**src/hw/rtl/bounded_deque_with_count_and_index_top_defines.svh**
```systemverilog
`ifndef BOUNDED_DEQUE_WITH_COUNT_AND_INDEX_TOP_DEFINES_SVH
`define BOUNDED_DEQUE_WITH_COUNT_AND_INDEX_TOP_DEFINES_SVH

// same-cycle implication, checked outside reset
`define BDQ_ASSERT_IMP(label, clk, rstn, ante, cons, msg) \
    label: assert property (@(posedge clk) disable iff (!(rstn)) (ante) |-> (cons)) \
        else $error(msg);

// next-cycle implication, checked outside reset
`define BDQ_ASSERT_NXT(label, clk, rstn, ante, cons, msg) \
    label: assert property (@(posedge clk) disable iff (!(rstn)) (ante) |=> (cons)) \
        else $error(msg);

`endif

```
**src/hw/rtl/bdq_pkg.sv**
```systemverilog
`timescale 1ns / 1ps

package bdq_pkg;

    localparam int DEPTH  = 256;
    localparam int ADDR_W = (DEPTH > 1) ? $clog2(DEPTH) : 1;
    localparam int CNT_W  = $clog2(DEPTH + 1);

    localparam int REQ_W  = 3;
    localparam int VAL_W  = 32;
    localparam int POS_W  = 8;
    localparam int MCNT_W = 9;
    localparam int FPOS_W = 8;
    localparam int ST_W   = 3;

    localparam int S_DATA_W = ((VAL_W + POS_W + 7) / 8) * 8;
    localparam int M_FLD_W  = VAL_W + MCNT_W + FPOS_W;
    localparam int M_DATA_W = ((M_FLD_W + 7) / 8) * 8;

    localparam logic [REQ_W-1:0] REQ_PUSH_HEAD = 3'd0;
    localparam logic [REQ_W-1:0] REQ_PUSH_TAIL = 3'd1;
    localparam logic [REQ_W-1:0] REQ_POP_HEAD  = 3'd2;
    localparam logic [REQ_W-1:0] REQ_POP_TAIL  = 3'd3;
    localparam logic [REQ_W-1:0] REQ_COUNT     = 3'd4;
    localparam logic [REQ_W-1:0] REQ_READ_AT   = 3'd5;
    localparam logic [REQ_W-1:0] REQ_FIND      = 3'd6;

    localparam logic [ST_W-1:0] STAT_OK        = 3'd0;
    localparam logic [ST_W-1:0] STAT_FULL      = 3'd1;
    localparam logic [ST_W-1:0] STAT_EMPTY     = 3'd2;
    localparam logic [ST_W-1:0] STAT_RANGE     = 3'd3;
    localparam logic [ST_W-1:0] STAT_NOT_FOUND = 3'd4;

    typedef enum logic [1:0] {
        ST_IDLE,
        ST_EXEC,
        ST_SCAN,
        ST_RESULT
    } state_t;

    typedef struct packed {
        logic load_req;
        logic exec;
        logic scan_step;
        logic load_result;
    } bdq_cmd_t;

    typedef struct packed {
        logic is_scan;
        logic scan_done;
        logic out_free;
    } bdq_stat_t;

    // ring address of the entry at offset off from base
    function automatic logic [ADDR_W-1:0] ring_add(input logic [ADDR_W-1:0] base,
                                                  input logic [CNT_W-1:0]  off);
        logic [CNT_W:0] sum;
        sum = {{(CNT_W + 1 - ADDR_W){1'b0}}, base} + {1'b0, off};
        if (sum >= (CNT_W + 1)'(DEPTH)) begin
            sum = sum - (CNT_W + 1)'(DEPTH);
        end
        return sum[ADDR_W-1:0];
    endfunction

endpackage

```
**src/hw/rtl/bdq_ctrl.sv**
```systemverilog
`timescale 1ns / 1ps

module bdq_ctrl import bdq_pkg::*; (
    input  logic      aclk,
    input  logic      aresetn,
    input  logic      s_tvalid,
    output logic      s_tready,
    input  bdq_stat_t stat,
    output bdq_cmd_t  cmd
);

    state_t state_reg;
    state_t state_next;

    always_ff @(posedge aclk) begin
        if (!aresetn) begin
            state_reg <= ST_IDLE;
        end else begin
            state_reg <= state_next;
        end
    end

    always_comb begin
        state_next = state_reg;
        unique case (state_reg)
            ST_IDLE: begin
                if (s_tvalid) state_next = ST_EXEC;
            end
            ST_EXEC: begin
                state_next = stat.is_scan ? ST_SCAN : ST_RESULT;
            end
            ST_SCAN: begin
                if (stat.scan_done) state_next = ST_RESULT;
            end
            ST_RESULT: begin
                if (stat.out_free) state_next = ST_IDLE;
            end
            default: state_next = ST_IDLE;
        endcase
    end

    always_comb begin
        cmd      = '0;
        s_tready = 1'b0;
        unique case (state_reg)
            ST_IDLE: begin
                s_tready     = 1'b1;
                cmd.load_req = s_tvalid;
            end
            ST_EXEC: begin
                cmd.exec = 1'b1;
            end
            ST_SCAN: begin
                cmd.scan_step = 1'b1;
            end
            ST_RESULT: begin
                cmd.load_result = stat.out_free;
            end
            default: begin
                cmd = '0;
            end
        endcase
    end

endmodule

```
**config.mk**
```make
export PLATFORM = sky130hd
export DESIGN_NAME = bdq_ctrl
export DESIGN_NICKNAME = d
export VERILOG_FILES = /design/src/hw/rtl/bounded_deque_with_count_and_index_top_defines.svh /design/src/hw/rtl/bdq_pkg.sv /design/src/hw/rtl/bdq_ctrl.sv
export SDC_FILE = /design/constraint.sdc
export NUM_CORES = 1
export LEC_CHECK = 0
export BUFFER_PORTS_ARGS = -buffer_cell sky130_fd_sc_hd__buf_2
export CAP_MARGIN = 25
export CORE_AREA = 5 5 42 44
export CTS_CLUSTER_SIZE = 28
export DETAILED_ROUTE_END_ITERATION = 10
export DIE_AREA = 0 0 47 49
export GPL_ROUTABILITY_DRIVEN = 1
export PLACE_DENSITY = 0.39
export SETUP_SLACK_MARGIN = 0.4
export SYNTH_ARGS = -nofsm -noshare
export SYNTH_HDL_FRONTEND = slang
export SYNTH_SLANG_ARGS = --single-unit
```
**constraint.sdc**
```tcl
create_clock -name aclk -period 1.2 [get_ports aclk]
set_input_delay 0 -clock aclk [delete_from_list [all_inputs] [get_ports aclk]]
set_output_delay 0 -clock aclk [all_outputs]
set_load 0.05 [all_outputs]
```
==> out/qor.yml <==
outcome:
  outcome: "complete, but fails checks"
  violations: "setup timing"
place:
  io_buffers: 10
  dp_cells: 51
  place_ws_ns: -0.0459
  gp_congestion: 0.733
global_routing:
  grt_max_degree: 7
  grt_pass1_wl_um: 959
  overflow: 0
  grt_pass1_vias: 251
  grt_usage_pct: 5.90
  grt_antenna_before_repair: 0
worst_setup_path:
  cp.required_ns: 1.31
  critPathArrivalTime_ns: 1.32
  slowest_delay_ns: 0.39
  cp-startpoint: "state_reg[1]"
  r2r_cells: 4
  cp_slowest_cell: "dfxtp_4"
  worst-setup-path-type: "reg2reg"
  reg2reg_from: "state_reg[1]"
  r2r_end: "state_reg[0]"
  cp-start-kind: "register"
  critical_path_buf_inv_count: 1
  rrSetupSlack_ns: -0.007
  crit_chain: "inv_4, ha_4, a211o_1, o221a_1"
  end_kind: "register"
  cpLargestDelayFamily: "compound AO/OA/AOI/OAI gates"
  worstSetupEndpoint: "state_reg[0]"
  worst-path-stages: 4
  cp_max_fo: 4
clocking:
  cts_root_buffer: "clkbuf_4"
  cts_max_path_buffers: 2
  cts_buffers: 3
  clk_latency_ns: 0.23
  h-tree-depth: 1
  tritoncts: "yes"
  cts_num_sinks: 2
  path_clk_slew_ns: 0.03
layout:
  antenna_cells: 0
  largest_reg_flops: 2
  drive_above_1_share_pct: 78.6
  fillers: 158
  area.growth.synth_to_final_pct: 115
  stdcell_count: 58
  fin_util_pct: 34.6
  nets: 54
synthesis:
  synth_edf_count: 0
  synthTopCellsByArea: "ha_1, dfxtp_1, nor2b_4, nand2b_1, nor2b_1"
  synthSimpleGateAreaFrac_pct: 39.4
  synth-xor-area-share_pct: 0
  synth_top_family_by_area: "simple AND/OR/NAND/NOR gates"
  yosys.area_share.adder_pct: 22.2
  synth_ff_type: "dfxtp_1"
  synth_seq_cells: 2
  netlist_area_um2: 225
  synth_cells: 25
  synthArstFlopShare_pct: 0
  synth_warnings: 0
  yosys.area.top_type: "ha_1"
  synth-compound-area-share_pct: 15.6
  synth_nets: 35
  synth_most_common_cell: "ha_1"
  synth_top_area_share_pct: 22.2
  synthTopCellsByCount: "ha_1, inv_1, dfxtp_1, nand2b_1, nor2b_1"
  yosysUniqueCellTypes: 17
  synth_mux_area_share_pct: 0
  yosysSeqAreaShare_pct: 17.8
  avgSynthCellArea_um2: 9.01
route:
  postRouteAntennaNets: 0
  wl_per_cell_um: 10.4
  vias_per_cell: 4.28
  drtIter0Drc: 0
  route.detailed.drc: 0
  drt_pass1_iterations: 1
  wl_um: 603
  vias: 248
power:
  leakagePower_nw: 0.199
  ir_worst_vdd_mv: 0.720
  power.density_nw_per_um2: 2950
floorplanning:
  io_pins: 11
  num_rows: 14
  die_area_um2: 2300
  die_x_um: 47
  initial_core_util_pct: 16.1
  core_region_area_um2: 1400
  die_h_um: 49
run:
  cap_viol_max_count: 0
timing:
  setup_ws_ns: -0.00708
  worst_pin_slew_ns: 0.204
  tns_ns: -0.00708
  clock_skew_ns: 0.000264
  finalHoldViolCount: 0
  max_slew_margin_pct: 86.3
  slew_violations: 0
  finalCriticalPeriod_ns: 1.21
  rsz0062_at_grt: "true"
  max_freq_ghz: 0.828
  fin_crit_sh_pct: 101
  setup_viol: 1
  timing.hold.ws_ns: 0.0135
worst_hold_path:
  min_path_type: "in2reg"
==> per-layer routing <==
layer  global-route usage [%]  wire length [um]  vias up
met5                        0                 0        -
met4                     5.53                 8        0
met3                     2.21                34        2
met2                     8.60               318        8
met1                     6.11               241      118
li1                         -                 -      120
==> layout make-up <==
cell class | instances | area, um^2 | share of cell area, %
Inverter | 3 | 16.3 | 3.36
Sequential cell | 2 | 47.5 | 9.82
Tap cell | 16 | 20.0 | 4.13
Multi-Input combinational cell | 20 | 248 | 51.2
Clock buffer | 3 | 22.5 | 4.65
Timing Repair Buffer | 14 | 130 | 26.9
==> placed cells by master, fill, tap and decap left out, drive strengths merged <==
cell    Yosys  routed
nor4        1       1
o31ai       1       1
dfxtp       2       2
nand3       1       1
clkbuf      0       3
nand2b      2       2
buf         0      14
and2        2       2
a21boi      1       1
ha          4       4
or2b        1       1
nor2        1       1
a211o       1       1
inv         3       3
nor2b       3       3
o221a       1       1
nand4       1       1
==> worst reg2reg max path, delay by kind of cell (launching register included) <==
family          cells  cell delay, ns
buf+inv             1            0.06
compound gates      2            0.49
flops               1            0.39
fa+ha+maj           1            0.16
==> power breakdown <==
part / internal (W) / switching [W]
Combinational: 0.000538 / 0.000533
Sequential: 0.000119 / 0.0000830
Clock: 0.000111 / 0.0000431
==> stage by stage <==
step | power [W] | cell area [um^2]
5_1_grt | 0.00151 | 484
3_3_place_gp | 0.000981 | 364
2_1_floorplan | 0.000898 | 294
4_1_cts | 0.00128 | 442
6_report | 0.00143 | 484
3_5_place_dp | 0.000979 | 364
==> how the worst min path moves through the flow <==
stage	start	to	slack [ns]	cells after the start
6_report	aresetn	state_reg[0]	0.01	2
5_1_grt	aresetn	state_reg[0]	0.02	2
4_1_cts	aresetn	state_reg[0]	0.01	2
3_5_place_dp	aresetn	state_reg[0]	0.25	2
3_3_place_gp	aresetn	state_reg[0]	0.25	2
2_1_floorplan	aresetn	state_reg[0]	0.13	1
==> logic make-up after synthesis <==
family | after synthesis
compound gates | 4
fa+ha+maj | 4
buf+inv | 3
flops | 2
simple gates | 12
==> what timing repair did <==
action / 4_1_cts / 5_1_grt
buffers inserted: 1 / 3
hold buffers: 0 / 0
endpoints found under the hold margin: 0 / 0
resized for setup: 13 / 5
setup endpoints to repair: 7 / 7
pin swaps: 5 / 5
No activity file was read; power rests on OpenSTA's default activity.
